**config.mk**
```make
export PLATFORM = sky130hd
export DESIGN_NAME = ghe_ram
export DESIGN_NICKNAME = d
export VERILOG_FILES = /design/src/sv/ghe_ram.sv
export SDC_FILE = /design/constraint.sdc
export NUM_CORES = 2
export LEC_CHECK = 0
export ABC_CLOCK_PERIOD_IN_PS = 3300
export BUFFER_PORTS_ARGS = -buffer_cell sky130_fd_sc_hd__buf_2
export CORE_MARGIN = 2
export CORE_UTILIZATION = 45
export DETAILED_ROUTE_END_ITERATION = 10
export SLEW_MARGIN = 20
export SYNTH_ARGS = -nofsm -noshare
export SYNTH_HDL_FRONTEND = slang
export SYNTH_SLANG_ARGS = --single-unit
```
**constraint.sdc**
```tcl
create_clock -name clock -period 3.3 [get_ports clock]
set_input_delay 0 -clock clock [delete_from_list [all_inputs] [get_ports clock]]
set_output_delay 0 -clock clock [all_outputs]
set_load 0.05 [all_outputs]
```
**src/sv/ghe_ram.sv**
```systemverilog
// Generic single-write, single-read synchronous RAM with registered read.
// No dependencies.
`default_nettype none

module ghe_ram #(
   parameter int WIDTH = 8,
   parameter int DEPTH = 256
) (
   input  wire logic                     clock,
   input  wire logic                     wr_en,
   input  wire logic [$clog2(DEPTH)-1:0] wr_addr,
   input  wire logic [WIDTH-1:0]         wr_data,
   input  wire logic                     rd_en,
   input  wire logic [$clog2(DEPTH)-1:0] rd_addr,
   output logic      [WIDTH-1:0]         rd_data
);

   logic [WIDTH-1:0] mem_ff [DEPTH];
   logic [WIDTH-1:0] rd_data_ff;

   always_ff @(posedge clock) begin
      if (wr_en) begin
         mem_ff[wr_addr] <= wr_data;
      end
      if (rd_en) begin
         rd_data_ff <= mem_ff[rd_addr];
      end
   end

   assign rd_data = rd_data_ff;

endmodule

`default_nettype wire

```
; ---- Yosys cells after proc, flatten, opt, wreduce, memory -nomap -nowiden
; Memory sizes are Yosys's and may differ from the RTL's. A register that Yosys moved wholly into a read port is not among the register bits.
; Index checks and enable logic that the tools add are counted.
[totals]
output_inout_bits = 8
elab_cells = 3
mem_count = 1
ramBits = 2048
register_bits = 0
inputBits = 27
[op_classes]
muxes = 2
[memory_table]
columns = memory, words, width, rd, rd_ports_with_merged_regs, wr, line_no
row1 = mem_ff, 256, 8, 1, 1, 1, 18  ; logic [WIDTH-1:0] mem_ff [DEPTH];
[op_table]
columns = operator, n
row1 = $mux W1, 2

; ---- Logic depth before layout (Yosys ltp)
[depth]
word_depth = 2
mapped_depth = 11

; ---- Least setup slack after synthesis
; No wires, ideal clock.
[synth_timing]
path_kind = input -> register
start = in rd_addr[0]
end = reg rd_data_ff[2] (netlist: rd_data[2]) (read register of mem_ff) (data pin)
required_time_ns = 3.031
t_arrival_ns = 1.807
setup_slack_ns = 1.224
setup_time_ns = 0.269
path_stages = 9
path_cell_list = buf_6 -> buf_12 -> buf_8 -> buf_2 -> mux4_2 -> a22oi_1 -> a21oi_1 -> nor4_1 -> nor4_2
[synth_rtl]
columns = element, line_no
row1 = from (decl), 14  ; input wire logic [$clog2(DEPTH)-1:0] rd_addr,
row2 = to (decl), 19  ; logic [WIDTH-1:0] rd_data_ff;

==> results.json <==
{
  "syn_avg_cell_area_um2": 21.3,
  "seq_area_frac_synth_pct": 77.5,
  "holdBufCountCts": 18,
  "max_cap_viol_count": 0,
  "coreArea_mm2": 0.176,
  "yosysMostFrequentCell": "edfxtp_1",
  "postLayoutCoreUtil_pct": 51.7,
  "end_kind": "flip-flop",
  "vias": 39400,
  "synthArstFlopShare_pct": 0,
  "start_util_pct": 45.3,
  "switching_power_mw": 11.8,
  "worstMarginPinSlew_ns": 1.14,
  "avgViaCountPerCell": 6.01,
  "ios": 35,
  "final_layout_size_suffix_gt1_share_pct": 25.6,
  "leakage_nw": 28.3,
  "cp_cell_sequence": "mux4_2 -> a22o_1 -> a221oi_1 -> o32ai_1 -> nor3_1 -> nor4_1",
  "die_h_um": 425,
  "setup_viol": 0,
  "cts_buffer_depth": 3,
  "clk_transition_reported_paths_ns": 0.07,
  "wirelength_mm": 201,
  "grt_antenna_before_repair": 8,
  "status": "finished, final reports clean",
  "pwr-share-clk_pct": 41.6,
  "synth_edf_count": 2056,
  "power.share.sequential_pct": 53.2,
  "hold_path_end": "rd_data[4]",
  "postCtsSetupRepairBufs": 0,
  "design_area_mm2": 0.0909,
  "p_comb_share_pct": 5.2,
  "hold_class": "in -> reg",
  "whs_path_depth": 2,
  "finClkSkew_ns": 0.0403,
  "htreeDepth": 4,
  "dieWidth_um": 425,
  "cts_resized": 0,
  "min-delay-start": "rd_en",
  "synth_cells": 3733,
  "crit_family": "simple AND/OR/NAND/NOR gates",
  "place_hpwl_mm": 124,
  "wl_per_cell_um": 30.7,
  "grt_pass1_wl_mm": 289,
  "reg2reg_depth": 6,
  "yosysTopAreaCell": "edfxtp_1",
  "area_growth_pct": 14.1,
  "synth_nets": 3760,
  "fillers": 13700,
  "drc": 0,
  "maxSlewViolCount": 0,
  "power.density_mw_per_mm2": 596,
  "critPathMaxFanout": 1,
  "maxSlewHeadroom_pct": 24.2,
  "grt_pass1_vias": 39600,
  "cts_root_buf": "clkbuf_16",
  "worstSkewPairLatency_ns": 0.85,
  "ys_warn_count": 0,
  "clock_sinks": 2056,
  "reg2reg_from": "mem_ff[195][5]",
  "fmax_mhz": 329,
  "dr.pass1.iters": 6,
  "period_minus_slack_ns": 3.04,
  "critPathRequiredTime_ns": 3.85,
  "critPathMaxStageDelay_ns": 0.85,
  "worstPathArrival_ns": 3.59,
  "path_buf_inv": 0,
  "rsz0062_at_grt": "false",
  "portBuffers": 34,
  "cts_made_buffers": 206,
  "ys.flop_type": "edfxtp_1",
  "switching_share_pct": 21.7,
  "finalCritPeriodShare_pct": 92.1,
  "drt_iter0_markers": 4530,
  "rows": 154,
  "gp_congestion": 0.849,
  "grt_overflow": 0,
  "track_usage_pct": 22.3,
  "synth_cell_type_count": 54,
  "synth_top_cell_area_share_pct": 77.5,
  "fin_nets": 4073,
  "die_area_mm2": 0.180,
  "syn-cell-area_mm2": 0.0796,
  "p_int_mw": 42.4,
  "synth_common_cells": "edfxtp_1 (2056), mux4_2 (454), nor2_1 (282)",
  "grt_max_degree": 135,
  "hold_viol": 0,
  "antenna_left": 0,
  "crit_path_start_kind": "flip-flop",
  "ir_drop_v": 0.000594,
  "place_area_mm2": 0.0842,
  "r2r_end": "rd_data[5]",
  "r2r_slack_ns": 0.26,
  "cts_tree": "built",
  "synth.area.top_cells": "edfxtp_1 (78%), mux4_2 (13%), mux2i_1 (1.7%), nor2_1 (1.3%), a22oi_1 (1.3%)",
  "slowest_stage": "nor3_1",
  "ys_ff_latch": 2056,
  "worstSetupPathType": "reg -> reg"
}
## flip-flops by register name, indices dropped and copies added, names as in the netlist
| signal | count |
|---|---|
| rd_data | 8 |
| mem_ff | 2048 |
## layer usage
layer,up-vias,routed length [um],global-route usage (%)
met1,21100,84800,32.7
met4,2,5050,6.04
met3,270,15000,3.73
met2,1697,96400,35.0
li1,16400,-,-
met5,-,13,0
## logic make-up (layout without fill, tap and decap cells)
kind of cell	Yosys count	after routing	share of synthesized area [%]
AOI/OAI and AO/OA	385	385	3.42
DFF	2056	2056	77.5
buffers and inverters	235	723	1.83
muxes	591	591	14.6
and+or+nand+nor	466	466	2.63
other	0	2	0
## how the worst max path moves through the flow
stage,from,end,cells after the start
finish,mem_ff[195][5],rd_data[5],6
global route,mem_ff[211][3],rd_data[3],6
floorplan,rd_addr[0],rd_data[2],9
global placement,rd_addr[0],rd_data[5],8
detailed placement,rd_addr[0],rd_data[5],8
CTS,mem_ff[195][5],rd_data[5],6
## cell type report
type | count | area, um^2 | area share, %
clock inverter | 133 | 1170 | 1.29
antenna | 2 | 5.00 | 0.00551
clock buffer | 250 | 5320 | 5.85
multi-input combinational | 1442 | 16500 | 18.1
sequential | 2056 | 61700 | 67.9
inverter | 2 | 7.51 | 0.00826
tap | 2340 | 2930 | 3.22
timing repair buffer | 338 | 3200 | 3.52
## power by group through the flow
stage	sequential (mW)	clock [mW]	combinational, mW
2_1_floorplan	29.4	0	1.40
4_1_cts	28.8	22.9	2.81
5_1_grt	28.8	23.9	2.93
3_3_place_gp	29.4	0	2.76
6_report	28.8	22.6	2.79
3_5_place_dp	29.4	0	2.79
## cells in the final DEF (no fill, tap or decap), drive strengths merged, types with 2 or more instances in the layout
cell	n
clkbuf	251
mux2i	134
or2	4
buf	319
o221ai	47
a211oi	16
nand3	34
a31oi	2
nand3b	2
edfxtp	2056
a2111oi	5
mux4	456
nor3	22
and2	6
dlygate4sd3	18
nand2b	8
diode	2
a221oi	14
clkinv	107
a22o	8
o22ai	28
nor4	27
clkinvlp	4
nand4	10
bufinv	14
o21ai	12
a21oi	96
and3b	2
a22oi	133
nand2	33
nor2b	31
o32ai	5
o22a	5
o211ai	10
nor2	282
a311oi	2
inv	10
## per-stage QoR
| step | hold WS (ns) | TNS (ns) | setup slack (ns) | instances | total power, mW |
|---|---|---|---|---|---|
| 6_report | 0.168 | 0 | 0.260 | 6563 | 54.2 |
| 5_1_grt | 0.152 | 0 | 0.187 | 6561 | 55.6 |
| 4_1_cts | 0.124 | 0 | 0.228 | 6561 | 54.5 |
| 3_5_place_dp | 0.427 | -0.651 | -0.293 | 6160 | 32.2 |
| 3_3_place_gp | 0.424 | -0.641 | -0.334 | 6160 | 32.2 |
| 2_1_floorplan | 0.0989 | 0 | 1.22 | 3733 | 30.8 |
(Power assumes the default switching activity.)
