$ cat src/sv/ghe_pkg.sv
// Shared constants, codes and status types for the gray histogram block.
// No dependencies.
`default_nettype none

package ghe_pkg;

   localparam int BIN_COUNT_DEF  = 256;
   localparam int PIXELS_MAX_DEF = 1048576;
   localparam int PIXEL_W        = 8;
   localparam int COUNT_W        = 21;

   // operation codes
   localparam logic OP_COUNT = 1'b0;
   localparam logic OP_READ  = 1'b1;

   // result kinds
   localparam logic KIND_STATS = 1'b0;
   localparam logic KIND_READ  = 1'b1;

   // status of the count stage toward the control logic
   typedef struct packed {
      logic occupied;    // a word sits in the stage
      logic read_out;    // a read word leaves the stage toward the output this cycle
      logic frame_last;  // the frame's last pixel is written back this cycle
      logic can_take;    // the stage can take a new word at this edge
   } stage_status_type;

   // scan accumulator control
   typedef struct packed {
      logic valid;       // read data from the scan is on the RAM output
      logic first;       // that data belongs to bin zero
   } scan_ctl_type;

endpackage

`default_nettype wire

$ cat src/sv/ghe_scan.sv
// Scan accumulator: smallest and largest bin count over one pass of the RAM.
// Depends on ghe_pkg.
`default_nettype none

module ghe_scan #(
   parameter int CNT_W = 21
) (
   input  wire logic                 clock,
   input  wire ghe_pkg::scan_ctl_type ctl,
   input  wire logic [CNT_W-1:0]     rd_data,
   output logic      [CNT_W-1:0]     least,
   output logic      [CNT_W-1:0]     greatest
);

   import ghe_pkg::*;

   logic [CNT_W-1:0] least_ff, least_in;
   logic [CNT_W-1:0] greatest_ff, greatest_in;

   always_comb begin
      least_in    = least_ff;
      greatest_in = greatest_ff;
      if (ctl.valid) begin
         if (ctl.first || (rd_data < least_ff)) begin
            least_in = rd_data;
         end
         if (ctl.first || (rd_data > greatest_ff)) begin
            greatest_in = rd_data;
         end
      end
   end

   always_ff @(posedge clock) begin
      least_ff    <= least_in;
      greatest_ff <= greatest_in;
   end

   assign least    = least_ff;
   assign greatest = greatest_ff;

endmodule

`default_nettype wire

$ cat config.mk
export PLATFORM = sky130hd
export DESIGN_NAME = ghe_scan
export DESIGN_NICKNAME = d
export VERILOG_FILES = /design/src/sv/ghe_pkg.sv /design/src/sv/ghe_scan.sv
export SDC_FILE = /design/constraint.sdc
export NUM_CORES = 1
export LEC_CHECK = 0
export BUFFER_PORTS_ARGS = -buffer_cell sky130_fd_sc_hd__buf_4
export CORE_ASPECT_RATIO = 1.75
export CORE_MARGIN = 8
export CORE_UTILIZATION = 40
export CTS_CLUSTER_SIZE = 25
export DETAILED_ROUTE_END_ITERATION = 12
export PLACE_DENSITY = 0.6
export SYNTH_ARGS = -nofsm -noshare
export SYNTH_HDL_FRONTEND = slang
export SYNTH_SLANG_ARGS = --single-unit
export TNS_END_PERCENT = 20
$ cat constraint.sdc
create_clock -name clock -period 6.1 [get_ports clock]
set_input_delay 0.305 -clock clock [delete_from_list [all_inputs] [get_ports clock]]
set_output_delay 0.305 -clock clock [all_outputs]
set_load 0.01 [all_outputs]
### Word level (Yosys, flattened, before mapping)

Index checks and enable logic that the tools add are counted.

| word-level totals | value |
|---|---|
| register bits after elaboration | 42 |
| input port bits | 24 |
| logic and storage cells | 8 |

| cells by class | value |
|---|---|
| $lt $le $gt $ge | 2 |
| reductions and logical operators | 4 |

Operators with widths:

| kind | number |
|---|---|
| > comparator 21 bit | 1 |
| less-than comparator 21 bit | 1 |
| AND reduction 2 bit | 2 |
| logical OR 1 bit | 2 |

### Logic depth before layout (Yosys ltp)

Gate-level depths: netlist (run 1).

| logic depth | value |
|---|---|
| depth in word-level cells | 3 |
| gate-level depth with buffers | 7 |
| depth with buffers taken out | 7 |

### Worst setup path after synthesis (run 1)

Ideal clock, no wire load.

| timing path | value |
|---|---|
| path kind | reg2reg |
| from | reg greatest_ff[18], in the netlist greatest[18] |
| to | reg greatest_ff[0], in the netlist greatest[0], enable pin |
| library setup time | 0.343 ns |
| arrival | 2.019 ns |
| path slack | 3.738 ns |
| cell stages (with the launch flop) | 8 |
| buffers on the path | 0 |
| clock period less this slack | 2.362 ns |
| path through | edfxtp_1 inv_1 ha_1 nand4_1 nor4_2 nand4_1 or4_1 o311a_1 |

| on the way | value |
|---|---|
| word-level cells in the longest chain between the ends | 3 |

RTL lines:

| item | RTL line | text |
|---|---|---|
| start: declaration | ghe_scan.sv:18 | `logic [CNT_W-1:0] greatest_ff, greatest_in;` |
| start signal: assignment | ghe_scan.sv:35 | `greatest_ff <= greatest_in;` |
| > comparator 21 bit | ghe_scan.sv:27 | `if (ctl.first \|\| (rd_data > greatest_ff)) begin` |
| logical OR 1 bit | ghe_scan.sv:27 |  |
| AND reduction 2 bit (no line) | - |  |

No other way between the ends.
A chain may end at the register's enable or synchronous reset.

### Final worst setup path (run 1)

| timing path | value |
|---|---|
| from | reg greatest_ff[19], in the netlist greatest[19] |
| to | reg greatest_ff[16], in the netlist greatest[16], enable pin |

The elaborated chain is that of the path after synthesis.

==> results of run 1 <==
cells by family after synthesis:
group	synth area share [%]
flops	54.8
simple gates	7.40
compound gates	8.43
buf+inv	7.02
fa+ha+maj	22.3
cell type report:
type | count | share of cell area (%)
flip-flops and latches | 42 | 42.2
multi-input cells | 103 | 29.4
clock buffers | 5 | 2.31
well taps | 76 | 3.19
clock inverters | 2 | 1.13
repair buffers | 65 | 16.3
inverters | 43 | 5.41
metrics by stage:
step / utilization, % / worst slack (ps) / std cells
5_1_grt: 53.9 / 2960 / 336
4_1_cts: 53.9 / 3130 / 336
3_3_place_gp: 52.0 / 3090 / 329
3_5_place_dp: 52.0 / 3120 / 329
2_1_floorplan: - / 3740 / 188
6_report: 53.9 / 3230 / 336
power by group:
group | internal (mW) | switching, mW | leakage, nW
sequential | 0.347 | 0.0110 | 0.405
clock | 0.118 | 0.0935 | 0.0517
combinational | 0.0663 | 0.0799 | 0.965
total | 0.531 | 0.184 | 1.42
Yosys cell counts (all sizes together) (2+ instances only):
cell type	count
inv	43
a21oi	13
ha	41
nand2b	2
nand2	8
a211oi	3
nor2	3
o21ai	9
a21o	2
nand4	6
nor4	3
edfxtp	42
nand3	3
worst paths after layout:
| check | slack [ps] | cells past startpoint | to | startpoint |
|---|---|---|---|---|
| setup / recovery | 3230 | 7 | greatest[16] | greatest[19] |
| hold / removal | 210 | 1 | least[17] | rd_data[17] |
| setup reg to reg | 3230 | 7 | greatest[16] | greatest[19] |
| hold reg to reg | 1530 | 4 | least[18] | least[20] |
registers in the layout, summed over array words and instances, names as in the netlist:
signal / count
greatest: 21
least: 21
per-layer routing:
| metal | part of all wire [%] | track usage, % |
|---|---|---|
| met1 | 37 | 13.0 |
| met2 | 55 | 24.4 |
| met3 | 5.6 | 3.96 |
| met4 | 2.6 | 6.58 |
| met5 | 0 | 0 |
==> impl_metrics.yaml, run 1 <==
status:
  status: "finished clean"
die:
  die_h_um: 116
  std_cell_rows: 36
  die_area_um2: 8530
  die_w_um: 73.3
  ioPinCount: 66
  start_util_pct: 41.5
  fp.coreArea_um2: 5540
clock_tree:
  numCtsBuffers: 5
  cts_htree_levels: 2
  cts_tree: "yes"
  cts_sinks: 42
  cts_buffer_depth: 2
  postCtsSetupBuffers: 0
  post_cts_resized: 0
  clk_latency_ps: 300
  root_buffer: "clkbuf_8"
  clk_pin_slew_ps: 80
  holdBufCountCts: 0
yosys:
  synth-edff-count: 42
  syn_area_per_cell_um2: 12.2
  synth.area.top_cells: "edfxtp_1 55%, ha_1 22%, inv_1 7.0%"
  yosysUniqueCellTypes: 25
  yosysTopAreaCell: "edfxtp_1"
  ys_seq_elements: 42
  synth_top_cell_area_share_pct: 54.8
  synth_area_um2: 2300
  synth.yosys.seq_area_share_pct: 54.8
  synth-async-reset-ratio_pct: 0
  synth_fp_nets: 253
  syn_inst: 188
  synth-main-ff-cell: "edfxtp_1"
  synth_warnings: 0
global_route:
  grt_usage_pct: 13.3
  antenna_found_initial: 0
  grt_pass1_vias: 1770
  overflow: 0
  grt_max_degree: 22
  grt_pass1_wl_mm: 8.50
power_and_ir_drop:
  p_total_uw: 716
  leakage_nw: 1.42
  ir_worst_vdd_mv: 0.143
  powerDensity_nw_per_um2: 240
timing:
  post-route-period-util_pct: 47.0
  hold_viol: 0
  rsz0062_at_grt: "no"
  skew_ps: 7.27
  slew_headroom_pct: 26.2
  finalCriticalPeriod_ps: 2870
  maxSlewViolCount: 0
  setup_viol: 0
  final.setup.tns_ps: 0
  max_freq_mhz: 349
  fin_hold_ws_ps: 209
  tightest_slew_ps: 1110
critical_path:
  worstPathBufferInverterCount: 1
  start_kind: "flip-flop"
  cp.arrival_ps: 2780
  cp_top_family: "compound AO/OA/AOI/OAI gates"
  path_class: "reg2reg"
  critPathSlowestCell: "o311a_1"
  crit_chain: "inv_1, ha_1, nand4_1, nor4_2, nand4_1, a21oi_1, o311a_1"
  crit_path_end_kind: "flip-flop"
  cp_max_fo: 21
  crit_path_frequent_cell: "nand4_1"
  critPathRequiredTime_ps: 6010
  max_stage_delay_ps: 940
layout:
  design_area_um2: 2990
  regArea_um2: 1260
  num_antenna_cells: 0
  drive_above_1_share_pct: 28.1
  multi_input_area_um2: 877
  syn2layout_area_growth_pct: 29.8
  final_common_cell: "buf_4"
  nFillCells: 525
  final_cell_mix: "65 x buf_4, 43 x inv_1, 42 x edfxtp_1"
  final_nets: 325
route:
  dr.pass1.iters: 4
  drc: 0
  wl_mm: 5.37
  via_per_inst: 4.85
  wl_per_cell_um: 16.0
  vias: 1630
  ant_nets: 0
  drt_iter0_drc: 60
flow_run:
  maxCapViolations: 0
placement:
  post_dp_cell_area_um2: 2880
  portBuffers: 65
  routabilityCongestion: 0.797
  hpwl_mm: 4.34
worst_hold_path:
  hold_class: "in2reg"
Note: power is estimated with default switching activity, not from simulation.
==> run 2, diff against run 1 <==
clock period = 2.94 ns   (was 6.1 ns; I/O delays follow)
==> run 2 against run 1 <==
First-iteration DRC count fell by 35%. Worst setup slack got worse by 2900 ps. Sequential share of layout area barely moved. Global-route usage fell by 0.052 points. Hold slack got worse by 160 ps. Clock skew fell by 0.58 ps. Total power rose by 96%.
==> impl_metrics.yaml, run 2 (synthesized netlist as in run 1, its figures left out) <==
status:
  status: "finished clean"
clock_tree:
  cts_buffer_depth: 2
  post_cts_resized: 0
  postCtsSetupBuffers: 0
  holdBufCountCts: 0
  cts_sinks: 42
  numCtsBuffers: 5
  cts_htree_levels: 2
  clk_pin_slew_ps: 80
  cts_tree: "yes"
  clk_latency_ps: 300
  root_buffer: "clkbuf_8"
timing:
  tightest_slew_ps: 998
  post-route-period-util_pct: 90.2
  maxSlewViolCount: 0
  hold_viol: 0
  rsz0062_at_grt: "no"
  setup_viol: 0
  final.setup.tns_ps: 0
  max_freq_mhz: 377
  slew_headroom_pct: 33.5
  finalCriticalPeriod_ps: 2650
  skew_ps: 6.69
layout:
  final_nets: 327
  nFillCells: 513
  num_antenna_cells: 0
  final_cell_mix: "67 x buf_4, 43 x inv_1, 42 x edfxtp_1"
  fin_util_pct: 53.8
  instances_no_fill: 339
  design_area_um2: 2980
  syn2layout_area_growth_pct: 29.7
  final_common_cell: "buf_4"
  drive_above_1_share_pct: 28.9
route:
  drc: 0
  wl_mm: 5.34
  drt_iter0_drc: 39
  dr.pass1.iters: 4
  via_per_inst: 4.80
  wl_per_cell_um: 15.7
  vias: 1627
  ant_nets: 0
power_and_ir_drop:
  pwr-share-comb_pct: 21.4
  powerDensity_nw_per_um2: 471
  seq_power_share_pct: 52.8
  swShare_pct: 27.3
  power.share.clock_pct: 25.8
  leakage_nw: 1.42
  ir_worst_vdd_mv: 0.318
  p_switching_uw: 384
  p_int_mw: 1.02
critical_path:
  crit_cells: 7
  crit_chain: "inv_1, ha_1, nand4_1, nor4_2, nand4_1, a21oi_1, o311a_1"
  cp_max_fo: 21
  rr_endpoint: "greatest[9]"
  reg2reg_depth: 7
  cp_top_family: "compound AO/OA/AOI/OAI gates"
  crit-reg2reg-launch: "greatest[19]"
  crit_path_frequent_cell: "nand4_1"
  max_stage_delay_ps: 850
  start_kind: "flip-flop"
  r2r_slack_ps: 290
  critPathLaunch: "greatest[19]"
  crit_path_end_kind: "flip-flop"
  crit_end: "greatest[9]"
  cp.arrival_ps: 2570
  critPathSlowestCell: "o311a_1"
  critPathRequiredTime_ps: 2860
  path_class: "reg2reg"
  worstPathBufferInverterCount: 1
die:
  die_area_um2: 8530
  die_w_um: 73.3
  ioPinCount: 66
  die_h_um: 116
  fp.coreArea_um2: 5540
  start_util_pct: 41.5
  std_cell_rows: 36
placement:
  portBuffers: 65
  placedCellCount: 331
  hpwl_mm: 4.40
  post_dp_cell_area_um2: 2900
  routabilityCongestion: 0.756
flow_run:
  maxCapViolations: 0
global_route:
  grt_usage_pct: 13.3
  overflow: 0
  antenna_found_initial: 0
  grt_pass1_wl_mm: 8.45
  grt_pass1_vias: 1705
  grt_max_degree: 22
worst_hold_path:
  hold_class: "in2reg"
run 2: cell count changes in the layout (fill, tap and decap cells not counted):
cell,change
clkinvlp_4,+1
buf_4,+2
bufinv_16,-1
clkinv_2,+1
run 2: final cells by class:
cell class,count,area [µm²],area share [%]
Inverter,43,161,5.41
Tap cell,76,95.1,3.19
Clock inverter,3,16.3,0.545
Clock buffer,5,68.8,2.31
Sequential cell,42,1260,42.3
Timing Repair Buffer,67,503,16.9
Multi-Input combinational cell,103,877,29.4
run 2: metal layers:
metal	vias to the layer above	global-route usage (%)	part of all wire (%)
li1	826	-	-
met1	755	14.0	39
met2	41	23.5	54
met3	5	3.87	5.6
met4	0	5.91	1.6
met5	-	0	0
run 2: power by group through the flow:
stage	Clock (mW)	Sequential (mW)	Combinational [mW]
after floorplan	0	0.776	0.129
after global placement	0	0.755	0.308
final	0.362	0.742	0.301
after global routing	0.396	0.748	0.343
after CTS	0.378	0.743	0.310
after detailed placement	0	0.756	0.310
run 2: worst min path at each step:
| stage | slack (ps) | cells past startpoint | startpoint | endpoint |
|---|---|---|---|---|
| 2_1_floorplan | 250 | 0 | rd_data[0] | greatest[0] |
| 3_3_place_gp | 360 | 1 | rd_data[0] | least[0] |
| 3_5_place_dp | 360 | 1 | rd_data[0] | least[0] |
| 4_1_cts | 40 | 1 | rd_data[0] | least[0] |
| 5_1_grt | 40 | 1 | rd_data[0] | least[0] |
| 6_report | 50 | 1 | rd_data[0] | least[0] |
run 2: metrics by stage:
| stage | hold slack, ps | total power [mW] | setup slack (ps) |
|---|---|---|---|
| detailed placement | 357 | 1.07 | 236 |
| global placement | 359 | 1.06 | 314 |
| finish | 52.6 | 1.41 | 289 |
| global route | 36.7 | 1.49 | 18.2 |
| floorplan | 246 | 0.904 | 578 |
| CTS | 35.7 | 1.43 | 207 |
==> run 3, diff against run 2 <==
CORE_UTILIZATION = 51   (was 40)
PLACE_DENSITY = 0.75   (was 0.6)
==> run 3 against run 2 <==
Clock power fell by 3%. Worst setup slack got worse by 4.1 ps. Critical path type unchanged. Via count rose by 2.1%. Critical path depth did not move. Total power fell by 0.58%. Global-route usage rose by 2.3 points. Sequential power barely moved. Wire length fell by 2.6%.
==> impl_metrics.yaml, run 3 (synthesized netlist as in run 1, its figures left out) <==
status:
  status: "finished clean"
clock_tree:
  postCtsSetupBuffers: 0
  cts_htree_levels: 2
  cts_sinks: 42
  clk_pin_slew_ps: 80
  holdBufCountCts: 0
  cts_tree: "yes"
  numCtsBuffers: 5
  post_cts_resized: 0
  clk_latency_ps: 290
  root_buffer: "clkbuf_8"
  cts_buffer_depth: 2
die:
  std_cell_rows: 32
  ioPinCount: 66
  fp.coreArea_um2: 4360
  die_h_um: 105
  die_w_um: 66.8
  start_util_pct: 52.7
  die_area_um2: 7000
global_route:
  overflow: 0
  grt_usage_pct: 15.6
  grt_pass1_vias: 1854
  antenna_found_initial: 0
  grt_pass1_wl_mm: 8.38
  grt_max_degree: 22
route:
  vias: 1661
  wl_per_cell_um: 16.6
  wl_mm: 5.20
  via_per_inst: 5.29
  drc: 0
  drt_iter0_drc: 36
  dr.pass1.iters: 4
  ant_nets: 0
placement:
  routabilityCongestion: 0.843
  portBuffers: 65
  post_dp_cell_area_um2: 2870
  hpwl_mm: 4.31
layout:
  nFillCells: 370
  design_area_um2: 2950
  syn2layout_area_growth_pct: 28.2
  drive_above_1_share_pct: 28.5
  final_cell_mix: "67 x buf_4, 43 x inv_1, 42 x edfxtp_1"
  final_nets: 327
  num_antenna_cells: 0
  final_common_cell: "buf_4"
  fin_util_pct: 67.5
worst_hold_path:
  min_from: "rd_data[0]"
  hold_class: "in2reg"
critical_path:
  critPathSlowestCell: "o311a_1"
  r2r_slack_ps: 290
  crit_chain: "inv_1, ha_1, nand4_1, nor4_2, nand4_1, a21oi_1, o311a_1"
  crit_path_end_kind: "flip-flop"
  critPathLaunch: "greatest[18]"
  cp_max_fo: 21
  max_stage_delay_ps: 850
  reg2reg_depth: 7
  crit-reg2reg-launch: "greatest[18]"
  crit_end: "greatest[7]"
  critPathRequiredTime_ps: 2850
  path_class: "reg2reg"
  rr_endpoint: "greatest[7]"
  start_kind: "flip-flop"
  crit_path_frequent_cell: "nand4_1"
  cp.arrival_ps: 2570
timing:
  skew_ps: 5.79
  final.setup.tns_ps: 0
  post-route-period-util_pct: 90.3
  fin_hold_ws_ps: 58.1
  max_freq_mhz: 377
  rsz0062_at_grt: "no"
  tightest_slew_ps: 982
  setup_viol: 0
  hold_viol: 0
  maxSlewViolCount: 0
  finalCriticalPeriod_ps: 2650
  slew_headroom_pct: 34.5
power_and_ir_drop:
  p_total_mw: 1.40
  ir_worst_vdd_mv: 0.333
  powerDensity_nw_per_um2: 474
  leakage_nw: 1.42
flow_run:
  maxCapViolations: 0
-- run 3: cell types whose count changed in the layout (fill, tap and decap cells not counted) --
cell,change
clkbuf_1,+1
clkinvlp_4,-1
-- run 3: layout make-up --
cell class / instances / area (µm²) / share of cell area (%)
sequential: 42 / 1260 / 42.8
inverter: 43 / 161 / 5.48
timing repair buffer: 67 / 503 / 17.1
tap: 51 / 63.8 / 2.16
clock buffer: 6 / 72.6 / 2.46
multi-input combinational: 103 / 877 / 29.8
clock inverter: 2 / 8.76 / 0.297
-- run 3: routing by layer --
layer,global-route usage [%],wire [µm],part of all wire (%),up-vias
li1,-,-,-,826
met1,15.3,1860,36,789
met2,29.0,2990,58,38
met3,3.42,246,4.7,8
met4,6.76,98,1.9,0
met5,0,0,0,-
-- run 3: worst max-delay path, delay by kind of cell, from the launching register on --
kind,cells,cell delay [ps]
compound gates,2,1000
fa+ha+maj,1,290
buf+inv,1,50
flops,1,350
simple gates,3,590
-- run 3: how the worst min path moves through the flow --
stage                              to  slack, ps  depth (start not counted)
after floorplan           greatest[0]        250                          0
after global placement       least[0]        360                          1
after detailed placement     least[0]        360                          1
after CTS                    least[0]         50                          1
after global routing         least[4]         50                          1
final                        least[0]         60                          1
-- run 3: stage by stage --
| stage | cells | setup slack [ps] |
|---|---|---|
| after detailed placement | 306 | 278 |
| after global placement | 306 | 374 |
| after floorplan | 188 | 578 |
| after global routing | 314 | 93.2 |
| after CTS | 314 | 239 |
| final | 314 | 285 |
-- run 3: power by group --
part | switching [mW] | internal [mW] | total, mW
logic | 0.163 | 0.141 | 0.304
clock network | 0.189 | 0.163 | 0.352
registers | 0.0225 | 0.718 | 0.741
total | 0.374 | 1.02 | 1.40
