[config.mk]
export PLATFORM = sky130hd
export DESIGN_NAME = ghe_count
export DESIGN_NICKNAME = d
export VERILOG_FILES = /design/src/sv/ghe_pkg.sv /design/src/sv/ghe_count.sv
export SDC_FILE = /design/constraint.sdc
export NUM_CORES = 1
export LEC_CHECK = 0
export BUFFER_PORTS_ARGS = -buffer_cell sky130_fd_sc_hd__buf_2
export CORE_UTILIZATION = 45
export DETAILED_ROUTE_END_ITERATION = 7
export PLACE_DENSITY_LB_ADDON = 0.2
export SYNTH_ARGS = -nofsm -noshare
export SYNTH_HDL_FRONTEND = slang
export SYNTH_SLANG_ARGS = --single-unit
[constraint.sdc]
create_clock -name clock -period 2.5 [get_ports clock]
set_clock_uncertainty 0.1 [all_clocks]
set_input_delay 0.125 -clock clock [delete_from_list [all_inputs] [get_ports clock]]
set_output_delay 0.125 -clock clock [all_outputs]
set_load 0.03 [all_outputs]
[src/sv/ghe_pkg.sv]
// Shared constants, codes and status types for the gray histogram block.
// No dependencies.
`default_nettype none

package ghe_pkg;

   localparam int BIN_COUNT_DEF  = 256;
   localparam int PIXELS_MAX_DEF = 1048576;
   localparam int PIXEL_W        = 8;
   localparam int COUNT_W        = 21;

   // operation codes
   localparam logic OP_COUNT = 1'b0;
   localparam logic OP_READ  = 1'b1;

   // result kinds
   localparam logic KIND_STATS = 1'b0;
   localparam logic KIND_READ  = 1'b1;

   // status of the count stage toward the control logic
   typedef struct packed {
      logic occupied;    // a word sits in the stage
      logic read_out;    // a read word leaves the stage toward the output this cycle
      logic frame_last;  // the frame's last pixel is written back this cycle
      logic can_take;    // the stage can take a new word at this edge
   } stage_status_type;

   // scan accumulator control
   typedef struct packed {
      logic valid;       // read data from the scan is on the RAM output
      logic first;       // that data belongs to bin zero
   } scan_ctl_type;

endpackage

`default_nettype wire

[src/sv/ghe_count.sv]
// Count stage: read-modify-write of one bin per word, with forwarding of the
// previous write and saturation. Depends on ghe_pkg.
`default_nettype none

module ghe_count #(
   parameter int IDX_W      = 8,
   parameter int CNT_W      = 21,
   parameter int PIXELS_MAX = 1048576
) (
   input  wire logic                        clock,
   input  wire logic                        reset,
   input  wire logic                        accept,
   input  wire logic [IDX_W-1:0]            acc_idx,
   input  wire logic                        acc_op,
   input  wire logic                        acc_last,
   input  wire logic                        out_free,
   input  wire logic [CNT_W-1:0]            rd_data,
   output ghe_pkg::stage_status_type        status,
   output logic                             wr_en,
   output logic      [IDX_W-1:0]            wr_addr,
   output logic      [CNT_W-1:0]            wr_data,
   output logic      [CNT_W-1:0]            cur_count
);

   import ghe_pkg::*;

   logic             s1_valid_ff, s1_valid_in;
   logic             s1_op_ff;
   logic             s1_last_ff;
   logic [IDX_W-1:0] s1_idx_ff;
   logic             fwd_valid_ff;
   logic [IDX_W-1:0] fwd_idx_ff;
   logic [CNT_W-1:0] fwd_data_ff;
   logic             is_pixel;
   logic             advance;

   // the RAM output misses the write made at the edge this word entered
   assign cur_count = (fwd_valid_ff && (fwd_idx_ff == s1_idx_ff)) ? fwd_data_ff : rd_data;

   assign is_pixel = s1_valid_ff && (s1_op_ff == OP_COUNT);
   assign advance  = s1_valid_ff && ((s1_op_ff == OP_COUNT) || out_free);

   assign wr_en   = is_pixel;
   assign wr_addr = s1_idx_ff;
   assign wr_data = (32'(cur_count) < PIXELS_MAX) ? cur_count + 1'b1 : cur_count;

   always_comb begin
      status.occupied   = s1_valid_ff;
      status.read_out   = s1_valid_ff && (s1_op_ff == OP_READ) && out_free;
      status.frame_last = is_pixel && s1_last_ff;
      status.can_take   = !s1_valid_ff
                       || ((s1_op_ff == OP_READ) && out_free)
                       || ((s1_op_ff == OP_COUNT) && !s1_last_ff);
   end

   always_comb begin
      s1_valid_in = s1_valid_ff;
      if (accept) begin
         s1_valid_in = 1'b1;
      end else if (advance) begin
         s1_valid_in = 1'b0;
      end
   end

   always_ff @(posedge clock) begin
      if (reset) begin
         s1_valid_ff  <= 1'b0;
         fwd_valid_ff <= 1'b0;
      end else begin
         s1_valid_ff <= s1_valid_in;
         if (accept) begin
            fwd_valid_ff <= wr_en;
         end
      end
   end

   // payload: load on accept, hold while the word waits
   always_ff @(posedge clock) begin
      if (accept) begin
         s1_op_ff    <= acc_op;
         s1_last_ff  <= acc_last;
         s1_idx_ff   <= acc_idx;
         fwd_idx_ff  <= s1_idx_ff;
         fwd_data_ff <= wr_data;
      end
   end

endmodule

`default_nettype wire

### Word-level counts from Yosys, hierarchy flattened

Index checks and enable logic that the tools add are counted.

* bits in registers: 41
* output and inout port bits: 55
* logic and storage cells: 29

* $add $sub $neg: 1
* magnitude comparators: 1
* equal/unequal tests: 1
* multiplexer cells: 4
* bitwise operators: 1
* reduce and logical (&&, ||, !) cells: 14

Operators with widths (count)
* $mux W21: 2
* $add A21 B1 Y21 const B: 1
* $lt A21 B21 Y1 const B: 1
* $eq A8 B8 Y1: 1
* $logic_and A1 B1 Y1: 8
* $logic_or A1 B1 Y1: 3
* $logic_not A1 Y1: 2
* $mux W1: 2
* $reduce_bool A2 Y1: 1
* $not A1 Y1: 1

### Longest topological paths before layout

Gate-level depths: netlist of run 1.

* depth after elaboration: 5
* gate-level depth with buffers: 12

### Worst setup path after synthesis of run 1

OpenSTA, ideal clock, no wires.

* path kind: register to register
* start point: register s1_idx_ff[5], in the netlist wr_addr[5]
* end point: register fwd_data_ff[10], data pin
* setup time: 0.296 ns
* arrival time: 3.196 ns
* data required time: 2.104 ns
* slack: -1.092 ns
* stages on the path, launching flop included: 13
* path buffers: 3
* clock period less this slack: 3.592 ns
* cell sequence: edfxtp_1 xnor2_1 nand3_1 nor3_2 buf_4 mux2_2 ha_1 buf_2 and4_1 buf_4 and4_1 xnor2_1 a21oi_1

* cells in the longest elaborated chain, start to end: 5
* elaborated cells between the ends (all ways): 6
* those cells by class: add/sub (1); order compare (1); eq/ne (1); mux (2); reduce/logical (1)

Ends and longest elaborated chain
* start, declared: RTL line ghe_count.sv:30 `logic [IDX_W-1:0] s1_idx_ff;`
* start signal, assigned: RTL line ghe_count.sv:82 `s1_idx_ff <= acc_idx;`
* $eq A8 B8 Y1 *: RTL line ghe_count.sv:38 `assign cur_count = (fwd_valid_ff && (fwd_idx_ff == s1_idx_ff)) ? fwd_data_ff : rd_data;`
* $logic_and A1 B1 Y1 *: RTL line ghe_count.sv:38
* $mux W21 *: RTL line ghe_count.sv:38
* named net cur_count[0]: RTL line ghe_count.sv:22 `output logic [CNT_W-1:0] cur_count`
* $add A21 B1 Y21 or $lt A21 B21 Y1 (tied branches): RTL line ghe_count.sv:45 `assign wr_data = (32'(cur_count) < PIXELS_MAX) ? cur_count + 1'b1 : cur_count;`
* $mux W21 *: RTL line ghe_count.sv:45
* named net wr_data[10]: RTL line ghe_count.sv:21 `output logic [CNT_W-1:0] wr_data,`
* end signal, assigned: RTL line ghe_count.sv:84 `fwd_data_ff <= wr_data;`
* end, declared: RTL line ghe_count.sv:33 `logic [CNT_W-1:0] fwd_data_ff;`

The timed path passes the listed nets; every way through them passes the cells marked *.
A chain may end at the register's enable or synchronous reset.

### Worst setup path in the final report of run 1

* start point: register s1_idx_ff[4], in the netlist wr_addr[4]
* end point: output port wr_data[12]

* cells in the longest elaborated chain, start to end: 5
* elaborated cells between the ends (all ways): 6
* those cells by class: add/sub (1); order compare (1); eq/ne (1); mux (2); reduce/logical (1)

Ends and longest elaborated chain (RTL line)
* $eq A8 B8 Y1 *: ghe_count.sv:38
* $logic_and A1 B1 Y1 *: ghe_count.sv:38
* $mux W21 *: ghe_count.sv:38
* $add A21 B1 Y21 or $lt A21 B21 Y1 (tied branches): ghe_count.sv:45
* $mux W21 *: ghe_count.sv:45
* end, declared: ghe_count.sv:21

Every way passes the cells marked *; elsewhere a longest branch is shown, timed or not.

==> metrics.cfg, run 1 <==
[floorplanning]
ios=90
num_rows=27
core_area_um2=5610
die_area_um2=6240
fp.dieH_um=79.0
start_util=0.476
die_w_um=79.0

[cts]
ctsHtreeMaxLevel=2
cts_tree=built
clock_latency_ns=0.31
cts_buffers=5
clk_pin_slew_ns=0.10
cts_buffer_depth=2
root_buffer=clkbuf_8
clock-sinks=41

[cells_and_area]
final_common_cell=buf_2
nNetsFinal=394
post-route-util=0.692
final_area_um2=3880
multi_input_area_um2=1620
nFillCells=441
drive_gt1_frac=0.493
n_antenna_cell=0
fin_cells=431
regArea_um2=1210
syn2layout_area_growth_pct=45.4
final_cell_mix=buf_2, edfxtp_1, buf_4

[placed_design]
port_buffers=89
routabilityCongestion=0.839
dpl.cell_count=403
dpl-instance-area_um2=3370
place_hpwl_um=4780

[drt]
wl_um=6830
drt-vias-per-instance=5.39
first_pass_iters=4
postRouteAntennaNets=0
detail_route.wl_per_cell_um=15.8
initialDrtViolationCount=114
vias=2324
drc=0

[critical_path]
cp_slowest_stage_delay_ns=0.43
critPathLaunchType=flop
path_cells=xnor2_1 -> nand3_1 -> nor3_4 -> mux2_4 -> ha_4 -> nand3b_1 -> nor4_2 -> xor2_1 -> nor2_1 -> a21oi_4 -> buf_6
cp_data_arrival_time_ns=2.73
endpoint_kind=output port
crit_required_ns=2.28
cpMaxStageDelayCell=edfxtp_1
cp_max_fo=5
path_buf_inv=1
cp_top_family=simple AND/OR/NAND/NOR gates
path_class=reg2out

[yosys]
synth-xor-area-share=0.144
syn_avg_cell_area_um2=11.1
synth-compound-area-share=0.0483
ys_warn_count=0
netlist_area_um2=2670
syn_nets=276
synthMuxAreaShare=0.114
synthAdderAreaFrac=0.00469
synth_edf_count=39
synthArstFlopShare=0
synth.distinct_cells=41
synth_top_family_by_area=simple AND/OR/NAND/NOR gates
synth_seq_cells=41
synth-main-ff-cell=edfxtp_1
syn_inst=240
seq_area_frac_synth=0.454
synth-simple-area-share=0.204

[global_routing]
grt.overflow.total=0
antenna_found_initial=0
first_global_vias=2261
grt_max_degree=34
grtUsageTotal=0.225
grt_pass1_wl_um=10900

[sta]
max_freq_ghz=0.338
finalCritPeriodShare=1.18
setup_viol=20
setup_slack_ns=-0.460
period_needed_ns=2.96
hold_violations=0
slew_viol_final=0
rsz0062_at_grt=true
tightest_slew_ns=0.487
slew_headroom=0.675

[pwr]
p_seq_frac=0.485
power_frac_clock=0.266
p_sw_frac=0.324
vdd_ir_drop_max_v=0.000278
p_leak_nw=1.51
power.density_nw_per_um2=460
power.switching_w=0.000578
comb_power_share=0.249
internal_power_w=0.00121

[run_status]
violations=setup timing
outcome=finished, violations left

[run]
drv_cap=0

[min_path]
min_path_type=in2reg

-- final timing paths --
path                              startpoint               to  slack (ns)  cells past startpoint
worst max-delay path              wr_addr[4]      wr_data[12]       -0.46                     11
worst min-delay path                out_free      s1_valid_ff        0.08                      4
worst max register to register    wr_addr[4]  fwd_data_ff[14]       -0.23                     11
worst min register to register  fwd_valid_ff     fwd_valid_ff        0.42                      2
-- cells in the mapped netlist, types with 2 or more instances --
cell       n  area, um2
mux2i_1    9       90.1
nor3_1     2       10.0
nand4b_1   2       17.5
nand3b_1   2       15.0
o21bai_1   2       15.0
nor3_2     2       20.0
dfxtp_1    2       40.0
mux2_2    19        214
nor2b_1    3       18.8
nand2_1   19       71.3
o21ai_0    5       25.0
inv_1      3       11.3
xnor2_1   23        201
edfxtp_1  39       1170
buf_4      4       30.0
buf_2      6       30.0
nand3_1   13       65.1
and4_1     7       61.3
a21oi_1    8       40.0
nand4_1   11       68.8
and3_1     7       43.8
xor2_1    21        184
nor2_1    13       48.8
-- metal layers --
layer	global-route usage	routed length (um)	vias up	share of wire
met1	0.302	3070	1122	0.45
met5	0	0	-	0
li1	-	-	1120	-
met3	0.0368	321	8	0.047
met2	0.373	3340	74	0.49
met4	0.0673	97	0	0.014
-- power by group through the flow --
stage / Combinational [W] / Clock [W] / Sequential [W]
2_1_floorplan: 0.000228 / 0 / 0.000888
3_3_place_gp: 0.000388 / 0 / 0.000876
3_5_place_dp: 0.000391 / 0 / 0.000878
4_1_cts: 0.000427 / 0.000490 / 0.000862
5_1_grt: 0.000476 / 0.000512 / 0.000873
6_report: 0.000444 / 0.000475 / 0.000865
-- logic make-up after synthesis --
kind of cell             Yosys count
XOR/XNOR                          44
AND/OR/NAND/NOR                   91
adder cells (fa/ha/maj)            1
buffers and inverters             14
flip-flops                        41
AO/OA/AOI/OAI                     21
multiplexers                      28
-- sequential cells by signal, indices dropped and copies added, names as in the netlist --
register	flops
fwd_data_ff	21
wr_addr	8
s1_last_ff	1
s1_valid_ff	1
fwd_valid_ff	1
fwd_idx_ff	8
s1_op_ff	1
-- what timing repair did --
item / 4_1_cts / 5_1_grt
setup buffers: 5 / 3
hold buffers: 11 / 0
pin swaps: 8 / 9
resized for setup: 35 / 23
setup endpoints to repair: 44 / 49
cloned: 0 / 1
endpoints found under the hold margin: 12 / 0
-- stage by stage --
stage / power (W) / setup TNS [ns] / worst slack (ns) / hold slack, ns
after floorplan: 0.00112 / -8.60 / -0.680 / 0.0974
after global placement: 0.00126 / -1.37 / -0.159 / 0.202
after detailed placement: 0.00127 / -2.15 / -0.209 / 0.205
after CTS: 0.00178 / -4.77 / -0.465 / 0.0687
after global routing: 0.00186 / -12.52 / -0.676 / 0.117
final: 0.00178 / -5.12 / -0.460 / 0.0763
-- cell type report --
class / count / share of cell area
clock buffer: 5 / 0.0177
tap: 72 / 0.0232
inverter: 3 / 0.00290
sequential: 41 / 0.312
multi-input combinational: 185 / 0.418
clock inverter: 3 / 0.00645
timing repair buffer: 122 / 0.219
-- worst min-delay path, delay by kind of cell --
family	cells	cell delay [ns]
buffers and inverters	2	0.16
AOI/OAI and AO/OA	1	0.08
and+or+nand+nor	1	0.08
(Power assumes the default switching activity.)
==> run 2: changes to the inputs <==
--- a/config.mk
+++ b/config.mk
@@ -5,6 +5,7 @@
 export SDC_FILE = /design/constraint.sdc
 export NUM_CORES = 1
 export LEC_CHECK = 0
+export ABC_AREA = 1
 export BUFFER_PORTS_ARGS = -buffer_cell sky130_fd_sc_hd__buf_2
 export CORE_UTILIZATION = 45
 export DETAILED_ROUTE_END_ITERATION = 7
@@ -12,3 +13,4 @@
 export SYNTH_ARGS = -nofsm -noshare
 export SYNTH_HDL_FRONTEND = slang
 export SYNTH_SLANG_ARGS = --single-unit
+export TNS_END_PERCENT = 50
==> run 2 against run 1 <==
The flow still finishes with violations (setup timing); global-route usage up 3.3 points; wire length up 15%; final area up 12%; power up 2.8%; worst hold slack worse by 0.052 ns; register-to-register slack better by 0.17 ns; clock-buffer cell count up 1; critical path type unchanged.
==> metrics.cfg, run 2 <==
[yosys]
synth_area_leaders=edfxtp_1, nand2_1, inv_1, nor2_1, xor2_1
synth_edf_count=39
netlist_area_um2=2520
seq_area_frac_synth=0.480
synth.distinct_cells=34
synth-main-ff-cell=edfxtp_1
syn_nets=326
syn_inst=290
yosysTopAreaCellShare=0.465
synthArstFlopShare=0
synth_common_cells=nand2_1, inv_1, edfxtp_1
synth_area_leader_cell=edfxtp_1
ys_warn_count=0
yosysMostFrequentCell=nand2_1
syn_avg_cell_area_um2=8.69
synth_seq_cells=41

[pwr]
power.density_nw_per_um2=422
power.total_w=0.00183
vdd_ir_drop_max_v=0.000381
p_leak_nw=1.97

[global_routing]
grtUsageTotal=0.259
grt_pass1_wl_um=11700
grt.overflow.total=0
grt_max_degree=28
gr-usage-met1=0.319
top_usage_layer=met2
grt_use_met3=0.0488
antenna_found_initial=0
first_global_vias=2463
grtUsageMet2=0.465

[drt]
postRouteAntennaNets=0
first_pass_iters=4
drc=0
detail_route.wl_per_cell_um=15.2
drt-vias-per-instance=4.94
wl_um=7830
vias=2545
initialDrtViolationCount=187

[sta]
hold_violations=0
setup_slack_ns=-0.426
period_needed_ns=2.93
rsz0062_at_grt=true
slew_headroom=0.585
max_freq_ghz=0.342
finalCritPeriodShare=1.17
tightest_slew_ns=0.623
setup_viol=30
slew_viol_final=0

[critical_path]
reg2reg_depth=14
rr_endpoint=fwd_data_ff[9]
path_buf_inv=3
reg2reg_slack_ns=-0.06
path_class=reg2out
cp_top_family=simple AND/OR/NAND/NOR gates
critPathLaunchType=flop
crit_path_frequent_cell=nor2_4
cp_slowest_stage_delay_ns=0.42
cp_data_arrival_time_ns=2.70
cp_max_fo=4
crit_required_ns=2.28
endpoint_kind=output port
r2r_start=wr_addr[5]
path_cells=nand2_1 -> nand2_1 -> inv_1 -> nand3_1 -> nor2_4 -> buf_4 -> nand3_1 -> nand2_2 -> nand2_2 -> nor2_4 -> nand3_4 -> nor2_4 -> xor2_4 -> buf_6
cpMaxStageDelayCell=edfxtp_1

[cells_and_area]
n_antenna_cell=0
regMostFlops=fwd_data_ff
drive_gt1_frac=0.587
final_cell_mix=buf_2, nand2_1, buf_4
multi_input_area_um2=1620
syn2layout_area_growth_pct=72.2
fin_cells=515
nFillCells=301
largest_register_ffs=21
final_common_cell=buf_2
nNetsFinal=480
regArea_um2=1210

[cts]
cts_tree=built
cts_buffer_depth=2
clock_latency_ns=0.31
cts_buffers=5
clock-sinks=41
root_buffer=clkbuf_8
ctsHtreeMaxLevel=2
clk_pin_slew_ns=0.09

[min_path]
hold_path_depth=4
min_path_type=in2reg
hold_start=out_free
min_to=s1_valid_ff

[floorplanning]
die_area_um2=5910
num_rows=26
fp.dieH_um=76.9
ios=90
start_util=0.481
die_w_um=76.9
core_area_um2=5240

[run_status]
violations=setup timing
outcome=finished, violations left

[placed_design]
place_hpwl_um=4930
dpl.cell_count=478
port_buffers=89
routabilityCongestion=0.814

[run]
drv_cap=0

-- run 2: layout make-up --
cell class / count / share of cell area
clock buffers: 6 / 0.0167
clock inverters: 2 / 0.00346
inverters: 49 / 0.0444
multi-input cells: 197 / 0.373
flip-flops and latches: 41 / 0.279
well taps: 70 / 0.0202
repair buffers: 150 / 0.264
-- run 2: routing by layer --
metal | vias up | share of wire
met5 | - | 0
met4 | 0 | 0.023
met3 | 22 | 0.057
met2 | 113 | 0.51
met1 | 1197 | 0.41
li1 | 1213 | -
-- run 2: how the worst max path moves through the flow --
stage                          start              end  slack (ns)  depth (start not counted)
final                     wr_addr[5]      wr_data[16]       -0.43                         14
after global routing      wr_addr[5]      wr_data[16]       -0.59                         14
after CTS                 wr_addr[3]      wr_data[13]       -0.37                         15
after detailed placement  wr_addr[3]      wr_data[16]       -0.11                         17
after global placement    wr_addr[3]      wr_data[16]       -0.03                         17
after floorplan           wr_addr[4]  fwd_data_ff[12]       -0.26                          9
-- run 2: tightest hold or removal path: stages --
cell and delay, ns:
buf_2 0.09, nor2_1 0.05, nor2_1 0.08, nor2_1 0.05
-- run 2: where the power goes --
part	internal (W)	leakage, nW	switching (W)
clock	0.000197	0.0374	0.000251
sequential	0.000805	0.398	0.0000248
combinational	0.000215	1.54	0.000341
total	0.00122	1.97	0.000617
-- run 2: kinds of logic (layout without fill, tap and decap cells) --
group | Yosys count | in the layout | share of synthesized area
AND/OR/NAND/NOR | 162 | 162 | 0.305
buffers and inverters | 52 | 207 | 0.0863
flip-flops | 41 | 41 | 0.480
XOR/XNOR | 18 | 18 | 0.0685
AO/OA/AOI/OAI | 16 | 16 | 0.0551
adder cells (fa/ha/maj) | 1 | 1 | 0.00496
-- run 2: what timing repair did --
item,CTS,global route
cloned,2,1
endpoints found under the hold margin,12,0
setup endpoints to repair,22,49
buffers inserted,8,7
pin swaps,27,30
gates resized for setup,63,43
hold buffers,11,0
-- run 2: metrics by stage --
step | setup TNS (ns) | setup WS [ns] | utilization | cell area, um2 | hold slack [ns]
global route | -11.99 | -0.588 | 0.829 | 4340 | 0.0339
finish | -6.95 | -0.426 | 0.829 | 4340 | 0.0246
floorplan | -4.15 | -0.263 | - | 2850 | 0.0974
detailed placement | -0.425 | -0.114 | 0.688 | 3600 | 0.203
CTS | -6.00 | -0.367 | 0.787 | 4120 | 0.0215
global placement | -0.0458 | -0.0296 | 0.688 | 3600 | 0.201
